===== config.mk =====
export PLATFORM = sky130hd
export DESIGN_NAME = usb_bulk_only_storage_transport
export DESIGN_NICKNAME = d
export VERILOG_FILES = /design/src/sv/bot_pkg.sv /design/src/sv/bot_cfg.sv /design/src/sv/bot_core.sv /design/src/sv/usb_bulk_only_storage_transport.sv
export VERILOG_INCLUDE_DIRS = /design/src /design/src/sv
export SDC_FILE = /design/constraint.sdc
export NUM_CORES = 1
export LEC_CHECK = 0
export ABC_AREA = 1
export BUFFER_PORTS_ARGS = -buffer_cell sky130_fd_sc_hd__buf_2
export CORE_ASPECT_RATIO = 2
export CORE_MARGIN = 4
export CORE_UTILIZATION = 50
export CTS_CLUSTER_DIAMETER = 100
export CTS_CLUSTER_SIZE = 28
export DETAILED_ROUTE_END_ITERATION = 8
export GPL_TIMING_DRIVEN = 0
export PLACE_DENSITY = 0.66
export SLEW_MARGIN = 20
export SYNTH_ARGS = -nofsm -noshare
export SYNTH_HDL_FRONTEND = slang
export SYNTH_SLANG_ARGS = --single-unit

===== constraint.sdc =====
create_clock -name aclk -period 6.3 [get_ports aclk]
set_clock_uncertainty 0.2 [all_clocks]
set_input_delay 0.63 -clock aclk [delete_from_list [all_inputs] [get_ports aclk]]
set_output_delay 0.63 -clock aclk [all_outputs]
set_load 0.02 [all_outputs]

===== src/sv/usb_bulk_only_storage_transport_macros.svh =====
// ----------------------------------------------------------------------------
// Assertion macros for the bulk-only transport block
// Concurrent assertion wrappers; they expand to nothing in synthesis.
// ----------------------------------------------------------------------------
`ifndef USB_BULK_ONLY_STORAGE_TRANSPORT_MACROS_SVH
`define USB_BULK_ONLY_STORAGE_TRANSPORT_MACROS_SVH

`ifndef SYNTHESIS
// Clocked assertion, disabled while the active-low reset is asserted.
`define BOT_ASSERT(lbl, clk, rstn, prop, msg) \
    lbl: assert property (@(posedge clk) disable iff (!(rstn)) (prop)) else $error(msg);
// Clocked assertion that also holds during reset.
`define BOT_ASSERT_ALWAYS(lbl, clk, prop, msg) \
    lbl: assert property (@(posedge clk) (prop)) else $error(msg);
`else
`define BOT_ASSERT(lbl, clk, rstn, prop, msg)
`define BOT_ASSERT_ALWAYS(lbl, clk, prop, msg)
`endif

`endif


===== src/sv/bot_pkg.sv =====
// ----------------------------------------------------------------------------
// Bulk-only transport package
// Item and result types, opcodes and action codes shared by the block.
// ----------------------------------------------------------------------------
`default_nettype none

package bot_pkg;

    localparam logic [31:0] WRAPPER_SIG   = 32'h4342_5355;
    localparam logic [12:0] SECTOR_RESET  = 13'd512;
    localparam logic [27:0] BYTES_MAX     = 28'hFFF_FFFF;

    // SCSI opcodes
    localparam logic [7:0] OP_TEST_UNIT_READY = 8'h00;
    localparam logic [7:0] OP_REQUEST_SENSE   = 8'h03;
    localparam logic [7:0] OP_INQUIRY         = 8'h12;
    localparam logic [7:0] OP_MODE_SENSE6     = 8'h1A;
    localparam logic [7:0] OP_START_STOP      = 8'h1B;
    localparam logic [7:0] OP_ALLOW_REMOVAL   = 8'h1E;
    localparam logic [7:0] OP_FORMAT_CAPS     = 8'h23;
    localparam logic [7:0] OP_READ_CAPACITY   = 8'h25;
    localparam logic [7:0] OP_READ10          = 8'h28;
    localparam logic [7:0] OP_WRITE10         = 8'h2A;
    localparam logic [7:0] OP_VERIFY10        = 8'h2F;

    // Endpoint event kinds
    localparam logic CMD_BULK_OUT = 1'b0;
    localparam logic CMD_BULK_IN  = 1'b1;

    // Actions
    localparam logic [2:0] ACT_NONE   = 3'd0;
    localparam logic [2:0] ACT_SEND   = 3'd1;
    localparam logic [2:0] ACT_REPLY  = 3'd2;
    localparam logic [2:0] ACT_STATUS = 3'd3;
    localparam logic [2:0] ACT_ARM    = 3'd4;

    // Reply kinds
    localparam logic [2:0] RK_SENSE       = 3'd0;
    localparam logic [2:0] RK_INQUIRY     = 3'd1;
    localparam logic [2:0] RK_MODE_SENSE6 = 3'd2;
    localparam logic [2:0] RK_FORMAT_CAPS = 3'd3;
    localparam logic [2:0] RK_CAPACITY    = 3'd4;

    // Register addresses (word index)
    localparam logic REG_SECTOR_BYTES = 1'b0;

    typedef struct packed {
        logic        cmd;
        logic [31:0] wrapper_signature;
        logic [31:0] wrapper_tag;
        logic [31:0] host_length;
        logic [7:0]  scsi_opcode;
        logic [31:0] logical_block;
        logic [15:0] block_total;
        logic [12:0] rx_bytes;
    } item_t;

    typedef struct packed {
        logic [2:0]  action;
        logic        store_sector;
        logic [31:0] block_addr;
        logic [2:0]  reply_kind;
        logic [31:0] status_tag;
        logic [31:0] status_residue;
        logic        status_code;
        logic        rejected;
    } result_t;

endpackage

`default_nettype wire


===== src/sv/bot_cfg.sv =====
// ----------------------------------------------------------------------------
// Bulk-only transport configuration registers
// APB register file holding the sector size.
// ----------------------------------------------------------------------------
`default_nettype none

module bot_cfg (
    input  wire logic        aclk,
    input  wire logic        aresetn,
    input  wire logic        psel,
    input  wire logic        penable,
    input  wire logic        pwrite,
    input  wire logic [2:0]  paddr,
    input  wire logic [31:0] pwdata,
    output logic [31:0]      prdata,
    output logic             pready,
    output logic [12:0]      sector_bytes
);

    logic [12:0] sector_bytes_reg;
    logic        wr_en;

    assign pready = 1'b1;
    assign wr_en  = psel && penable && pwrite && (paddr[2] == bot_pkg::REG_SECTOR_BYTES);

    always_ff @(posedge aclk) begin
        if (!aresetn) begin
            sector_bytes_reg <= bot_pkg::SECTOR_RESET;
        end else if (wr_en) begin
            sector_bytes_reg <= pwdata[12:0];
        end
    end

    assign prdata = (paddr[2] == bot_pkg::REG_SECTOR_BYTES) ? {19'd0, sector_bytes_reg} : 32'd0;
    assign sector_bytes = sector_bytes_reg;

endmodule

`default_nettype wire


===== src/sv/bot_core.sv =====
// ----------------------------------------------------------------------------
// Bulk-only transport decision core
// Transport phase and counters; decodes one event into one action.
// ----------------------------------------------------------------------------
`default_nettype none

module bot_core (
    input  wire logic            aclk,
    input  wire logic            aresetn,
    input  wire logic            advance,
    input  wire bot_pkg::item_t  item,
    input  wire logic [28:0]     write_bytes,
    output bot_pkg::result_t     result
);

    typedef enum logic [1:0] {
        PH_COMMAND,
        PH_STATUS,
        PH_RECEIVE,
        PH_SEND
    } phase_t;

    phase_t      phase_reg, phase_next;
    logic [31:0] next_block_reg, next_block_next;
    logic [15:0] blocks_left_reg, blocks_left_next;
    logic [27:0] bytes_left_reg, bytes_left_next;
    logic [31:0] saved_tag_reg, saved_tag_next;
    logic [31:0] residue_reg, residue_next;
    logic        removed_reg, removed_next;

    logic [27:0] bytes_sub;
    logic [31:0] residue_sub;
    logic [15:0] blocks_dec;
    logic [15:0] read_dec;
    logic [27:0] bytes_sat;

    always_comb begin
        bytes_sub = (bytes_left_reg > {15'd0, item.rx_bytes})
                  ? bytes_left_reg - {15'd0, item.rx_bytes} : 28'd0;
        residue_sub = (residue_reg > {19'd0, item.rx_bytes})
                    ? residue_reg - {19'd0, item.rx_bytes} : 32'd0;
        blocks_dec = (blocks_left_reg != 16'd0) ? blocks_left_reg - 16'd1 : 16'd0;
        read_dec   = item.block_total - 16'd1;
        bytes_sat  = write_bytes[28] ? bot_pkg::BYTES_MAX : write_bytes[27:0];

        phase_next       = phase_reg;
        next_block_next  = next_block_reg;
        blocks_left_next = blocks_left_reg;
        bytes_left_next  = bytes_left_reg;
        saved_tag_next   = saved_tag_reg;
        residue_next     = residue_reg;
        removed_next     = removed_reg;
        result           = '0;

        if (item.cmd == bot_pkg::CMD_BULK_OUT) begin
            unique case (phase_reg)
                PH_COMMAND: begin
                    if (item.wrapper_signature != bot_pkg::WRAPPER_SIG) begin
                        result.rejected = 1'b1;
                    end else begin
                        saved_tag_next = item.wrapper_tag;
                        residue_next   = 32'd0;
                        unique case (item.scsi_opcode)
                            bot_pkg::OP_TEST_UNIT_READY: begin
                                result.action      = bot_pkg::ACT_STATUS;
                                result.status_tag  = item.wrapper_tag;
                                result.status_code = removed_reg;
                                phase_next         = PH_COMMAND;
                            end
                            bot_pkg::OP_REQUEST_SENSE: begin
                                result.action     = bot_pkg::ACT_REPLY;
                                result.reply_kind = bot_pkg::RK_SENSE;
                                phase_next        = PH_STATUS;
                            end
                            bot_pkg::OP_INQUIRY: begin
                                result.action     = bot_pkg::ACT_REPLY;
                                result.reply_kind = bot_pkg::RK_INQUIRY;
                                phase_next        = PH_STATUS;
                            end
                            bot_pkg::OP_MODE_SENSE6: begin
                                result.action     = bot_pkg::ACT_REPLY;
                                result.reply_kind = bot_pkg::RK_MODE_SENSE6;
                                phase_next        = PH_STATUS;
                            end
                            bot_pkg::OP_FORMAT_CAPS: begin
                                result.action     = bot_pkg::ACT_REPLY;
                                result.reply_kind = bot_pkg::RK_FORMAT_CAPS;
                                phase_next        = PH_STATUS;
                            end
                            bot_pkg::OP_READ_CAPACITY: begin
                                result.action     = bot_pkg::ACT_REPLY;
                                result.reply_kind = bot_pkg::RK_CAPACITY;
                                phase_next        = PH_STATUS;
                            end
                            bot_pkg::OP_ALLOW_REMOVAL, bot_pkg::OP_VERIFY10: begin
                                result.action     = bot_pkg::ACT_STATUS;
                                result.status_tag = item.wrapper_tag;
                                phase_next        = PH_COMMAND;
                            end
                            bot_pkg::OP_START_STOP: begin
                                removed_next      = 1'b1;
                                result.action     = bot_pkg::ACT_STATUS;
                                result.status_tag = item.wrapper_tag;
                                phase_next        = PH_COMMAND;
                            end
                            bot_pkg::OP_READ10: begin
                                if (item.block_total == 16'd0) begin
                                    result.action     = bot_pkg::ACT_STATUS;
                                    result.status_tag = item.wrapper_tag;
                                    phase_next        = PH_COMMAND;
                                end else begin
                                    // first sector goes out with the command
                                    result.action    = bot_pkg::ACT_SEND;
                                    result.block_addr = item.logical_block;
                                    blocks_left_next = read_dec;
                                    if (read_dec != 16'd0) begin
                                        next_block_next = item.logical_block + 32'd1;
                                        phase_next      = PH_SEND;
                                    end else begin
                                        next_block_next = item.logical_block;
                                        phase_next      = PH_STATUS;
                                    end
                                end
                            end
                            bot_pkg::OP_WRITE10: begin
                                residue_next    = item.host_length;
                                bytes_left_next = bytes_sat;
                                next_block_next = item.logical_block;
                                if (bytes_sat == 28'd0) begin
                                    result.action         = bot_pkg::ACT_STATUS;
                                    result.status_tag     = item.wrapper_tag;
                                    result.status_residue = item.host_length;
                                    phase_next            = PH_COMMAND;
                                end else begin
                                    result.action = bot_pkg::ACT_ARM;
                                    phase_next    = PH_RECEIVE;
                                end
                            end
                            default: begin
                            end
                        endcase
                    end
                end
                PH_RECEIVE: begin
                    bytes_left_next     = bytes_sub;
                    residue_next        = residue_sub;
                    result.store_sector = 1'b1;
                    result.block_addr   = next_block_reg;
                    next_block_next     = next_block_reg + 32'd1;
                    if (bytes_sub == 28'd0) begin
                        result.action         = bot_pkg::ACT_STATUS;
                        result.status_tag     = saved_tag_reg;
                        result.status_residue = residue_sub;
                        phase_next            = PH_COMMAND;
                    end else begin
                        result.action = bot_pkg::ACT_ARM;
                    end
                end
                PH_STATUS, PH_SEND: begin
                    result.rejected = 1'b1;
                end
            endcase
        end else begin
            unique case (phase_reg)
                PH_STATUS: begin
                    result.action         = bot_pkg::ACT_STATUS;
                    result.status_tag     = saved_tag_reg;
                    result.status_residue = residue_reg;
                    phase_next            = PH_COMMAND;
                end
                PH_SEND: begin
                    result.action     = bot_pkg::ACT_SEND;
                    result.block_addr = next_block_reg;
                    blocks_left_next  = blocks_dec;
                    if (blocks_dec != 16'd0) begin
                        next_block_next = next_block_reg + 32'd1;
                    end else begin
                        phase_next = PH_STATUS;
                    end
                end
                PH_COMMAND, PH_RECEIVE: begin
                end
            endcase
        end
    end

    always_ff @(posedge aclk) begin
        if (!aresetn) begin
            phase_reg       <= PH_COMMAND;
            next_block_reg  <= 32'd0;
            blocks_left_reg <= 16'd0;
            bytes_left_reg  <= 28'd0;
            saved_tag_reg   <= 32'd0;
            residue_reg     <= 32'd0;
            removed_reg     <= 1'b0;
        end else if (advance) begin
            phase_reg       <= phase_next;
            next_block_reg  <= next_block_next;
            blocks_left_reg <= blocks_left_next;
            bytes_left_reg  <= bytes_left_next;
            saved_tag_reg   <= saved_tag_next;
            residue_reg     <= residue_next;
            removed_reg     <= removed_next;
        end
    end

endmodule

`default_nettype wire


===== src/sv/usb_bulk_only_storage_transport.sv =====
// ----------------------------------------------------------------------------
// USB mass-storage bulk-only transport, device side
// Dataflow: an accepted item is held in the input register; its result loads
// the result register when the item advances, and is taken from there.
// Throughput: one item per cycle while the result register is free or draining.
// Reset (aresetn low, synchronous): command phase, counters, tag and residue
// zero, medium present, sector size 512, both pipeline stages empty.
// ----------------------------------------------------------------------------
`default_nettype none
`include "usb_bulk_only_storage_transport_macros.svh"

module usb_bulk_only_storage_transport (
    input  wire logic         aclk,
    input  wire logic         aresetn,
    // input endpoint events
    input  wire logic         s_tvalid,
    output logic              s_tready,
    // s_tdata, low bit up: wrapper_signature[31:0], wrapper_tag[63:32],
    // host_length[95:64], scsi_opcode[103:96], logical_block[135:104],
    // block_total[151:136], rx_bytes[164:152], zero fill[167:165]
    input  wire logic [167:0] s_tdata,
    // s_tuser: cmd[0]
    input  wire logic [0:0]   s_tuser,
    // result actions
    output logic              m_tvalid,
    input  wire logic         m_tready,
    // m_tdata, low bit up: store_sector[0], block_addr[32:1], reply_kind[35:33],
    // status_tag[67:36], status_residue[99:68], status_code[100],
    // rejected[101], zero fill[103:102]
    output logic [103:0]      m_tdata,
    // m_tuser: action[2:0]
    output logic [2:0]        m_tuser,
    // configuration
    input  wire logic         psel,
    input  wire logic         penable,
    input  wire logic         pwrite,
    input  wire logic [2:0]   paddr,
    input  wire logic [31:0]  pwdata,
    output logic [31:0]       prdata,
    output logic              pready
);

    bot_pkg::item_t   s_item;
    bot_pkg::item_t   in_item_reg;
    logic [28:0]      in_bytes_reg;
    logic             in_valid_reg;
    bot_pkg::result_t core_res;
    bot_pkg::result_t out_res_reg;
    logic             out_valid_reg;
    logic             advance;
    logic [12:0]      sector_bytes;

    bot_cfg u_cfg (
        .aclk         (aclk),
        .aresetn      (aresetn),
        .psel         (psel),
        .penable      (penable),
        .pwrite       (pwrite),
        .paddr        (paddr),
        .pwdata       (pwdata),
        .prdata       (prdata),
        .pready       (pready),
        .sector_bytes (sector_bytes)
    );

    // Unpack the incoming item
    always_comb begin
        s_item.cmd               = s_tuser[0];
        s_item.wrapper_signature = s_tdata[31:0];
        s_item.wrapper_tag       = s_tdata[63:32];
        s_item.host_length       = s_tdata[95:64];
        s_item.scsi_opcode       = s_tdata[103:96];
        s_item.logical_block     = s_tdata[135:104];
        s_item.block_total       = s_tdata[151:136];
        s_item.rx_bytes          = s_tdata[164:152];
    end

    // Move the held item into the core when the result slot is free or draining.
    assign advance  = in_valid_reg && (!out_valid_reg || m_tready);
    // Take a new item whenever the input register empties this cycle.
    assign s_tready = !in_valid_reg || advance;

    always_ff @(posedge aclk) begin
        if (!aresetn) begin
            in_valid_reg <= 1'b0;
        end else if (s_tready) begin
            in_valid_reg <= s_tvalid;
        end
    end

    // Capture payload with the write byte count; the multiply sits ahead of
    // the input register so the decision path carries only the saturation.
    always_ff @(posedge aclk) begin
        if (s_tvalid && s_tready) begin
            in_item_reg  <= s_item;
            in_bytes_reg <= {13'd0, s_item.block_total} * {16'd0, sector_bytes};
        end
    end

    bot_core u_core (
        .aclk        (aclk),
        .aresetn     (aresetn),
        .advance     (advance),
        .item        (in_item_reg),
        .write_bytes (in_bytes_reg),
        .result      (core_res)
    );

    // Result register: fill on advance, drain on handshake.
    always_ff @(posedge aclk) begin
        if (!aresetn) begin
            out_valid_reg <= 1'b0;
        end else if (advance) begin
            out_valid_reg <= 1'b1;
        end else if (m_tready) begin
            out_valid_reg <= 1'b0;
        end
    end

    always_ff @(posedge aclk) begin
        if (advance) begin
            out_res_reg <= core_res;
        end
    end

    assign m_tvalid = out_valid_reg;
    assign m_tuser  = out_res_reg.action;
    assign m_tdata  = {2'b00,
                       out_res_reg.rejected,
                       out_res_reg.status_code,
                       out_res_reg.status_residue,
                       out_res_reg.status_tag,
                       out_res_reg.reply_kind,
                       out_res_reg.block_addr,
                       out_res_reg.store_sector};

    // A stored sector always comes with a rearm or a closing status.
    `BOT_ASSERT(a_store_action, aclk, aresetn, (m_tvalid && out_res_reg.store_sector) |-> (out_res_reg.action == bot_pkg::ACT_ARM || out_res_reg.action == bot_pkg::ACT_STATUS), "store without arm or status")
    // A rejected item carries no action.
    `BOT_ASSERT(a_reject_none, aclk, aresetn, (m_tvalid && out_res_reg.rejected) |-> (out_res_reg.action == bot_pkg::ACT_NONE), "rejected item with action")
    // A failed status code only appears in a status wrapper.
    `BOT_ASSERT(a_code_status, aclk, aresetn, (m_tvalid && out_res_reg.status_code) |-> (out_res_reg.action == bot_pkg::ACT_STATUS), "status code outside status")
    // A new result only appears after an item was held at the input.
    `BOT_ASSERT(a_result_source, aclk, aresetn, $rose(m_tvalid) |-> $past(in_valid_reg), "result without held item")

endmodule

`default_nettype wire


# Word-level counts from Yosys, hierarchy flattened

Index checks and enable logic that the tools add are counted.

$add $sub $neg: 6
$mul: 1
$lt $le $gt $ge: 2
Eq/ne operators: 27
Muxes and demuxes: 64
Bitwise gates (word level): 5
Reduce and logical (&&, ||, !) cells: 34

Operators by type and width:

| operator                                                | count |
|---|---|
| two-way mux 32 bit                                      | 15 |
| two-way mux 64 bit                                      | 4 |
| case mux 32 bit (2 select lines)                        | 4 |
| case mux 64 bit (2 select lines)                        | 1 |
| two-way mux 16 bit                                      | 7 |
| two-way mux 28 bit                                      | 4 |
| two-way mux 100 bit                                     | 1 |
| case mux 32 bit (3 select lines)                        | 1 |
| adder 32 x 1 -> 32 bit, second input constant           | 2 |
| logical NOT 28 bit                                      | 2 |
| case mux 28 bit (2 select lines)                        | 1 |
| nonzero test 16 bit                                     | 3 |
| equality test 8 x 6 -> 1 bit, second input constant     | 5 |
| equality test 8 x 5 -> 1 bit, second input constant     | 4 |
| greater-than comparator 32 x 13 -> 1 bit                | 1 |
| inequality test 32 x 31 -> 1 bit, second input constant | 1 |
| subtractor 16 x 1 -> 16 bit, second input constant      | 2 |
| subtractor 32 x 13 -> 32 bit                            | 1 |
| multiplier 16 x 13 -> 29 bit                            | 1 |
| greater-than comparator 28 x 13 -> 1 bit                | 1 |
| subtractor 28 x 13 -> 28 bit                            | 1 |
| case mux 3 bit (4 select lines)                         | 2 |
| logical NOT 16 bit                                      | 1 |
| two-way mux 2 bit                                       | 8 |
| other kinds (33)                                        | 66 |

Flip-flop bits (word level): 458
Input bits: 211
Logic and storage cells: 166

# Depth between registers and ports, before layout

Gate-level depths: netlist of the first run.

Depth after elaboration: 8
Mapped depth: 24
Depth with buffers taken out: 24

# Hierarchy

Synthesis of the first run repeated with hierarchy kept, for this count alone.

Cell total of the unflattened synthesis: 4294
Area, all modules: 32478.6 µm²

By module, submodules not included:

| module                          | instances | cells each | area an instance (µm²) |
|---|---|---|---|
| usb_bulk_only_storage_transport | 1         | 1461       | 16811.1 |
| bot_core                        | 1         | 2697       | 14829.2 |
| bot_cfg                         | 1         | 136        | 838.3 |

# Worst setup path after synthesis of the first run

Ideal clock, no wire load.

Path kind: input to register
Start point: input port m_tready
End point: register in_bytes_reg[0] (enable)
Arrival time: 4.756 ns
Slack: 0.797 ns
Cell stages on the path: 4
Buffers on the path: 0
Cell sequence: inv_1 -> nand3_1 -> nand2_1 -> inv_1

Longest elaborated chain between the ends: 4

RTL lines:

| element              | line                                  | RTL |
|---|---|---|
| start, declared      | usb_bulk_only_storage_transport.sv:26 | `input wire logic m_tready,` |
| logical OR 1 bit     | usb_bulk_only_storage_transport.sv:79 | `assign advance = in_valid_reg && (!out_valid_reg \|\| m_tready);` |
| logical AND 1 bit    | usb_bulk_only_storage_transport.sv:79 |  |
| logical OR 1 bit     | usb_bulk_only_storage_transport.sv:81 | `assign s_tready = !in_valid_reg \|\| advance;` |
| net s_tready         | usb_bulk_only_storage_transport.sv:17 | `output logic s_tready,` |
| logical AND 1 bit    | usb_bulk_only_storage_transport.sv:94 | `if (s_tvalid && s_tready) begin` |
| end signal, assigned | usb_bulk_only_storage_transport.sv:96 | `in_bytes_reg <= {13'd0, s_item.block_total} * {16'd0, sector_bytes};` |
| end, declared        | usb_bulk_only_storage_transport.sv:45 | `logic [28:0] in_bytes_reg;` |

The timed path passes the listed nets, and every way through them passes these cells.
A chain may end at the register's enable or synchronous reset.

# Final worst setup path of the first run

Start point: register u_cfg.sector_bytes_reg[9] (netlist: u_cfg.sector_bytes[9])
End point: register in_bytes_reg[22], data pin

Longest elaborated chain between the ends: 1

RTL lines:

| element                      | line                                  | RTL |
|---|---|---|
| start, declared              | bot_cfg.sv:20                         | `logic [12:0] sector_bytes_reg;` |
| start signal, assigned       | bot_cfg.sv:28                         | `sector_bytes_reg <= bot_pkg::SECTOR_RESET;` |
| start signal, assigned       | bot_cfg.sv:30                         | `sector_bytes_reg <= pwdata[12:0];` |
| multiplier 16 x 13 -> 29 bit | usb_bulk_only_storage_transport.sv:96 |  |

No other way between the ends.

==> run_results.csv, run 1 <==
group,metric,value,unit
setup_path,path_delay_family,"adder cells",
sta,drv_slew,0,
global_route,grt_pass1_wl,162000,um
setup_path,cp_slowest_stage_delay,0.70,ns
yosys,synth_flop_cell,"edfxtp_1",
clock_network,cts_buffers,20,
run,drv_cap,0,
cells_and_area,layout-drive-gt1-share,9.52,%
place,place_area,0.0345,mm^2
yosys,ys_warn_count,0,
global_route,grt_max_degree,97,
floorplan,num_rows,130,
cells_and_area,final_common_cell,"nand2_1",
sta,worst_slew_pin_slew,1.09,ns
place,port_buffers,306,
setup_path,crit_chain,"clkbuf_2 > nand2_1 > fa_1 > fa_1 > fa_1 > inv_1 > fa_1 > inv_1 > fa_1 > inv_1 > ha_1 > a21oi_1 > o21ai_0 > nand2_1 > o211ai_1 > a31oi_1 > inv_1 > a21oi_1 > o21ai_0 > xor2_1",
setup_path,arrival,6.16,ns
clock_network,post-cts-setup-buffer-count,0,
sta,finalSetupViolations,0,
floorplan,start_util,50.5,%
drt,dr.pass1.iters,7,
yosys,syn_inst,4096,
cells_and_area,largest_reg_flops,166,
hold_path,hold_depth,1,
cells_and_area,mostFrequentLayoutCells,"nand2_1 (1036), inv_1 (677), buf_2 (325)",
yosys,synth-edff-count,300,
floorplan,design.core.area,0.0629,mm^2
cells_and_area,stdcell_area,0.0363,mm^2
drt,routed_wl,107000,um
sta,period_needed,6.01,ns
sta,rsz0062_at_grt,"false",
clock_network,cts.path.max_buffers,3,
global_route,grtUsageTotal,30.9,%
sta,timing.final.crit_share,95.4,%
drt,ant_nets,0,
floorplan,io_pins,353,
drt,drc_errors,2,
yosys,ys_ff_latch,458,
floorplan,die_height,365,um
drt,wl_per_cell,20.0,um
place,dp_hpwl,85800,um
drt,num_vias,29300,
place,place_congestion,0.993,
clock_network,htreeDepth,1,
sta,hold_violations,0,
cells_and_area,nFillCells,5919,
yosys,postSynthAreaPerCell,7.76,um^2
setup_path,crit_slowest_cell,"dfxtp_1",
setup_path,start_kind,"flip-flop",
status,failed_checks,"DRC",
floorplan,die_area,0.0679,mm^2
setup_path,required,6.45,ns
clock_network,cts_tree,"built",
yosys,yosysSeqAreaShare,38.3,%
setup_path,worstPathMaxFanout,10,
global_route,grt-ovfl-total,0,
global_route,grt_antenna_before_repair,1,
setup_path,path_buf_inv,5,
drt,drt_iter0_drc,2291,
global_route,grt_pass1_vias,29600,
pwr,leakage,0.0174,uW
status,status,"finished, violations left",
cells_and_area,utilization,57.6,%
clock_network,clk_transition_reported_paths,0.12,ns
floorplan,die_width,186,um
setup_path,cpMostUsedCell,"fa_1",
setup_path,worstSetupStartpoint,"u_cfg.sector_bytes[9]$_SDFFE_PN1P_",
cells_and_area,final-seq-area,0.0122,mm^2
pwr,p_per_area,180,mW/mm^2
sta,relSlewSlack,27.3,%
setup_path,rr_startpoint,"u_cfg.sector_bytes[9]$_SDFFE_PN1P_",
clock_network,clock_latency,0.60,ns
clock_network,cts_root_buffer,"clkbuf_16",
yosys,yosysUniqueCellTypes,48,
clock_network,cts.sinks,458,
cells_and_area,fin_nets,5025,
drt,viasPerCell,5.47,
cells_and_area,multiInputGateArea,0.0162,mm^2
setup_path,criticalPathCategory,"flip-flop to flip-flop",
yosys,synth-async-reset-ratio,0,%
hold_path,hold_class,"input pin to flip-flop",
setup_path,critPathCaptureType,"flip-flop",
pwr,max-vdd-ir-drop,207,uV
setup_path,path_depth,20,
sta,max_freq,166,MHz
cells_and_area,area_growth,14.1,%
setup_path,rr_worst_depth,20,
yosys,syn-cell-area,0.0318,mm^2
hold_path,hold_path.startpoint,"s_tdata[106]",
==> worst paths after layout <==
path,end,slack [ns]
hold reg to reg,u_core.removed_reg$_SDFFE_PN0P_,0.27
setup reg to reg,in_bytes_reg[22]$_DFFE_PP_,0.29
hold / removal,in_item_reg[31]$_DFFE_PP_,0.03
setup / recovery,in_bytes_reg[22]$_DFFE_PP_,0.29
==> through the flow <==
stage	power, uW	instances	hold slack, ns	worst slack [ns]	TNS (ns)
floorplan	4350	4116	0.230	0.797	0
global placement	4840	5214	0.247	-1.14	-236.28
detailed placement	4840	5217	0.252	-0.217	-0.546
CTS	6540	5369	0.00117	0.00179	0
global route	6800	5359	0.00334	0.00978	0
finish	6510	5360	0.0282	0.293	0
==> timing repair <==
action                                  CTS  global route
endpoints found under the setup margin    6            10
resized for setup                         7            16
hold buffers                            120             0
cloned                                    0             0
endpoints found under the hold margin   120             0
==> cell usage after synthesis (all sizes together) (6+ instances only) <==
| master | instances | area share [%] |
|---|---|---|
| o22ai | 32 | 0.63 |
| xnor2 | 19 | 0.52 |
| clkbuf | 148 | 1.8 |
| edfxtp | 300 | 28 |
| nand4 | 124 | 2.4 |
| a31oi | 39 | 0.77 |
| a21oi | 196 | 3.1 |
| nor4 | 20 | 0.39 |
| fa | 156 | 9.8 |
| nand3 | 213 | 3.4 |
| nor2 | 298 | 3.7 |
| o211ai | 25 | 0.59 |
| dfxtp | 158 | 10 |
| xor2 | 82 | 2.3 |
| nand2 | 1042 | 12 |
| nand3b | 10 | 0.24 |
| a211oi | 6 | 0.14 |
| o31ai | 6 | 0.14 |
| o21ai | 277 | 4.4 |
| o21a | 6 | 0.14 |
| inv | 687 | 8.1 |
| or2 | 10 | 0.20 |
| buf | 59 | 1.2 |
| nor3 | 59 | 0.94 |
| ha | 105 | 4.1 |
==> cell type report <==
class / instances / area share (%)
sequential: 458 / 33.6
inverter: 687 / 7.15
clock buffer: 35 / 1.62
tap: 792 / 2.73
antenna: 1 / 0.00690
buffer: 193 / 2.46
multi-input combinational: 2764 / 44.6
clock inverter: 1 / 0.0449
timing repair buffer: 429 / 7.76
==> layer usage <==
layer	GRT usage [%]	up-vias	part of all wire, %
met3	3.20	371	5.8
li1	-	14100	-
met2	57.2	1278	52
met1	32.3	13600	34
met5	0	-	0
met4	20.8	0	8.0
==> power by group <==
| part | internal (uW) | switching [uW] | total (uW) |
|---|---|---|---|
| registers | 3370 | 107 | 3480 |
| clock network | 653 | 1010 | 1670 |
| logic | 477 | 887 | 1360 |
| total | 4500 | 2010 | 6510 |
==> logic make-up (layout without fill, tap and decap cells) <==
kind of cell	Yosys count	after routing	synth area share, %
other	2	23	0.0236
AND/OR/NAND/NOR	1783	1783	23.8
flip-flops	458	458	38.3
buffers and inverters	894	1345	11.0
AO/OA/AOI/OAI	597	597	10.1
XOR/XNOR	101	101	2.78
adder cells (fa/ha/maj)	261	261	14.0
(Power assumes the default switching activity.)
==> run 2, diff against run 1 <==
--- a/config.mk
+++ b/config.mk
@@ -6,10 +6,10 @@
 export SDC_FILE = /design/constraint.sdc
 export NUM_CORES = 1
 export LEC_CHECK = 0
-export ABC_AREA = 1
+export ABC_CLOCK_PERIOD_IN_PS = 6300
 export BUFFER_PORTS_ARGS = -buffer_cell sky130_fd_sc_hd__buf_2
 export CORE_ASPECT_RATIO = 2
-export CORE_MARGIN = 4
+export CORE_MARGIN = 2
 export CORE_UTILIZATION = 50
 export CTS_CLUSTER_DIAMETER = 100
 export CTS_CLUSTER_SIZE = 28
==> run 2 against run 1 <==
- the run now ends clean
- sequential power is 2% lower
- synthesized area is 10% lower
- clock power is 3% lower
- final area is 11% lower
- first-iteration DRC count is 25% lower
- die area is 13% lower
- power is 11% lower
- wire length is 13% lower
- setup slack worse by 0.14 ns
- synthesized cell count is 29% lower
- critical endpoint unchanged
- largest power group unchanged
- highest routed layer is now met5
==> run_results.csv, run 2 <==
group,metric,value,unit
pwr,p_per_area,180,mW/mm^2
cells_and_area,area_growth,13.3,%
floorplan,die_height,342,um
global_route,grtUsageTotal,31.1,%
run,drv_cap,0,
cells_and_area,nFillCells,5037,
sta,fin_ws,0.155,ns
cells_and_area,largest_reg_flops,166,
cells_and_area,final_common_cell,"nand2_1",
status,status,"finished, final reports clean",
cells_and_area,stdcell_area,0.0323,mm^2
setup_path,critPathCaptureType,"flip-flop",
sta,worst_slew_pin_slew,1.05,ns
floorplan,io_pins,353,
yosys,postSynthAreaPerCell,9.84,um^2
cells_and_area,mostFrequentLayoutCells,"nand2_1 (334), buf_2 (314), edfxtp_1 (300)",
setup_path,rr_startpoint,"u_cfg.sector_bytes[9]$_SDFFE_PN1P_",
yosys,synth-async-reset-ratio,0,%
yosys,synth_top_cell_area_share,31.6,%
cells_and_area,fin_nets,3750,
setup_path,start_kind,"flip-flop",
sta,holdWs,0.0158,ns
clock_network,clock_latency,0.59,ns
global_route,grt_antenna_before_repair,4,
drt,dr.pass1.iters,6,
setup_path,worstPathMaxFanout,10,
floorplan,die_area,0.0590,mm^2
sta,max_freq,163,MHz
yosys,ys_ff_latch,458,
setup_path,reg2reg_slack,0.16,ns
floorplan,die_width,173,um
setup_path,r2r_end,"in_bytes_reg[22]$_DFFE_PP_",
setup_path,worstSetupStartpoint,"u_cfg.sector_bytes[9]$_SDFFE_PN1P_",
floorplan,design.core.area,0.0563,mm^2
clock_network,cts_tree,"built",
clock_network,clk_transition_reported_paths,0.11,ns
clock_network,cts_root_buffer,"clkbuf_16",
clock_network,htreeDepth,1,
yosys,synth-edff-count,300,
global_route,grt-ovfl-total,0,
global_route,grt_pass1_vias,24700,
yosys,ys_warn_count,0,
drt,ant_nets,0,
setup_path,crit_end,"in_bytes_reg[22]$_DFFE_PP_",
yosys,synth_area_leaders,"edfxtp_1 (32%), dfxtp_1 (11%), fa_1 (11%)",
drt,num_vias,23900,
cells_and_area,multiInputGateArea,0.0147,mm^2
setup_path,criticalPathCategory,"flip-flop to flip-flop",
place,dp_hpwl,73500,um
setup_path,arrival,6.28,ns
drt,wl_per_cell,23.0,um
place,place_congestion,1.01,
sta,hold_violations,0,
hold_path,hold_class,"input pin to flip-flop",
place,place_area,0.0312,mm^2
yosys,yosysSeqAreaShare,42.7,%
sta,finalSetupViolations,0,
setup_path,required,6.44,ns
setup_path,rr_worst_depth,20,
yosys,syn_inst,2894,
sta,period_needed,6.14,ns
sta,drv_slew,0,
clock_network,cts_buffers,20,
sta,timing.final.crit_share,97.5,%
clock_network,cts.sinks,458,
floorplan,num_rows,123,
drt,routed_wl,93100,um
yosys,syn-cell-area,0.0285,mm^2
yosys,synth.most_common_cell,"nand2_1",
cells_and_area,layout-drive-gt1-share,13.3,%
yosys,synth_top_cells_by_count,"nand2_1 (334), edfxtp_1 (300), inv_1 (267), a21oi_1 (188), o21ai_0 (166)",
drt,drc_errors,0,
yosys,yosysUniqueCellTypes,81,
clock_network,cts.path.max_buffers,3,
cells_and_area,final-seq-area,0.0122,mm^2
yosys,yosysTopAreaCell,"edfxtp_1",
floorplan,start_util,50.6,%
pwr,leakage,0.0132,uW
global_route,grt_max_degree,66,
place,port_buffers,305,
place,pre_cts_slack,-0.749,ns
drt,drt_iter0_drc,1717,
pwr,max-vdd-ir-drop,274,uV
cells_and_area,utilization,57.3,%
yosys,synth_flop_cell,"edfxtp_1",
drt,viasPerCell,5.90,
sta,relSlewSlack,29.2,%
global_route,grt_pass1_wl,140000,um
==> run 2: cell types whose count changed in the layout (fill, tap and decap cells not counted), moves of 63 or more <==
cell and delta:
nand3_1 -155, nor2_1 -160, and2_1 +117, o21ai_0 -63, nand2_1 -702, nand4_1 -94, a22o_1 +64, inv_1 -411
dlygate4sd3_1 -85
==> run 2: routing by layer <==
metal  vias up  global-route usage, %  part of all wire (%)
met2      1013                   59.7                    54
met1     11600                   30.6                    33
met5         -                      0                 0.017
li1      10900                      -                     -
met4         2                   23.3                   8.2
met3       324                   2.77                   4.5
==> run 2: stage by stage <==
step / setup TNS [ns] / power [uW] / std cells
floorplan: 0 / 3920 / 2914
global placement: -324.32 / 4220 / 3969
detailed placement: -4.20 / 4230 / 3975
CTS: 0 / 5840 / 4041
global route: -0.0490 / 6030 / 4045
finish: 0 / 5810 / 4046
==> run 2: cell type report <==
cell class                 instances  share of cell area (%)
tap                              750                    2.91
sequential                       458                    37.8
clock inverter                     1                  0.0504
clock buffer                      35                    1.86
multi-input combinational       2008                    45.5
antenna                            4                  0.0310
inverter                         267                    3.12
timing repair buffer             348                    6.23
buffer                           175                    2.46
==> run 2: repair_timing <==
item                                   in CTS  in global routing
setup endpoints to repair                   7                  5
resized for setup                          31                 37
buffers inserted                            1                  1
pin swaps                                   2                  3
endpoints found under the hold margin      32                  3
hold buffers                               32                  3
==> run 2: cell families (layout without fill, tap and decap cells) <==
family          after synthesis  after routing  synth area share (%)
mux                          11             11                 0.400
simple gates                934            934                  16.4
other cells                   2             26                0.0264
buf+inv                     448            826                  6.23
xor+xnor                    102            102                  3.14
compound gates              678            678                  15.6
flops                       458            458                  42.7
fa+ha+maj                   261            261                  15.6
==> run 2: power breakdown <==
group,internal (uW),switching (uW),total [uW]
clock,666,957,1620
combinational,283,487,769
sequential,3330,88.5,3420
==> run 2: worst min-delay path by stage <==
| stage | start | cells after the start | endpoint |
|---|---|---|---|
| floorplan | u_core.saved_tag_reg[0]$_SDFFE_PN0P_ | 2 | u_core.saved_tag_reg[0]$_SDFFE_PN0P_ |
| global placement | u_core.saved_tag_reg[29]$_SDFFE_PN0P_ | 2 | u_core.saved_tag_reg[29]$_SDFFE_PN0P_ |
| detailed placement | u_core.saved_tag_reg[12]$_SDFFE_PN0P_ | 2 | u_core.saved_tag_reg[12]$_SDFFE_PN0P_ |
| CTS | s_tdata[49] | 1 | in_item_reg[118]$_DFFE_PP_ |
| global route | s_tdata[156] | 1 | in_item_reg[4]$_DFFE_PP_ |
| finish | s_tdata[55] | 1 | in_item_reg[124]$_DFFE_PP_ |
==> run 2: worst max-delay path, stage by stage (launching register included) <==
cell and delay [ns]:
dfxtp_2 0.52, clkbuf_2 0.34, nand2_1 0.12, fa_1 0.50
inv_1 0.05, fa_1 0.58, fa_1 0.44, fa_1 0.49
inv_1 0.05, fa_1 0.47, inv_1 0.04, ha_1 0.34
and3_1 0.17, a21oi_1 0.20, o31ai_4 0.11, o41a_1 0.37
a41o_1 0.31, buf_4 0.16, a21o_1 0.16, a21oi_1 0.16
xnor2_1 0.09
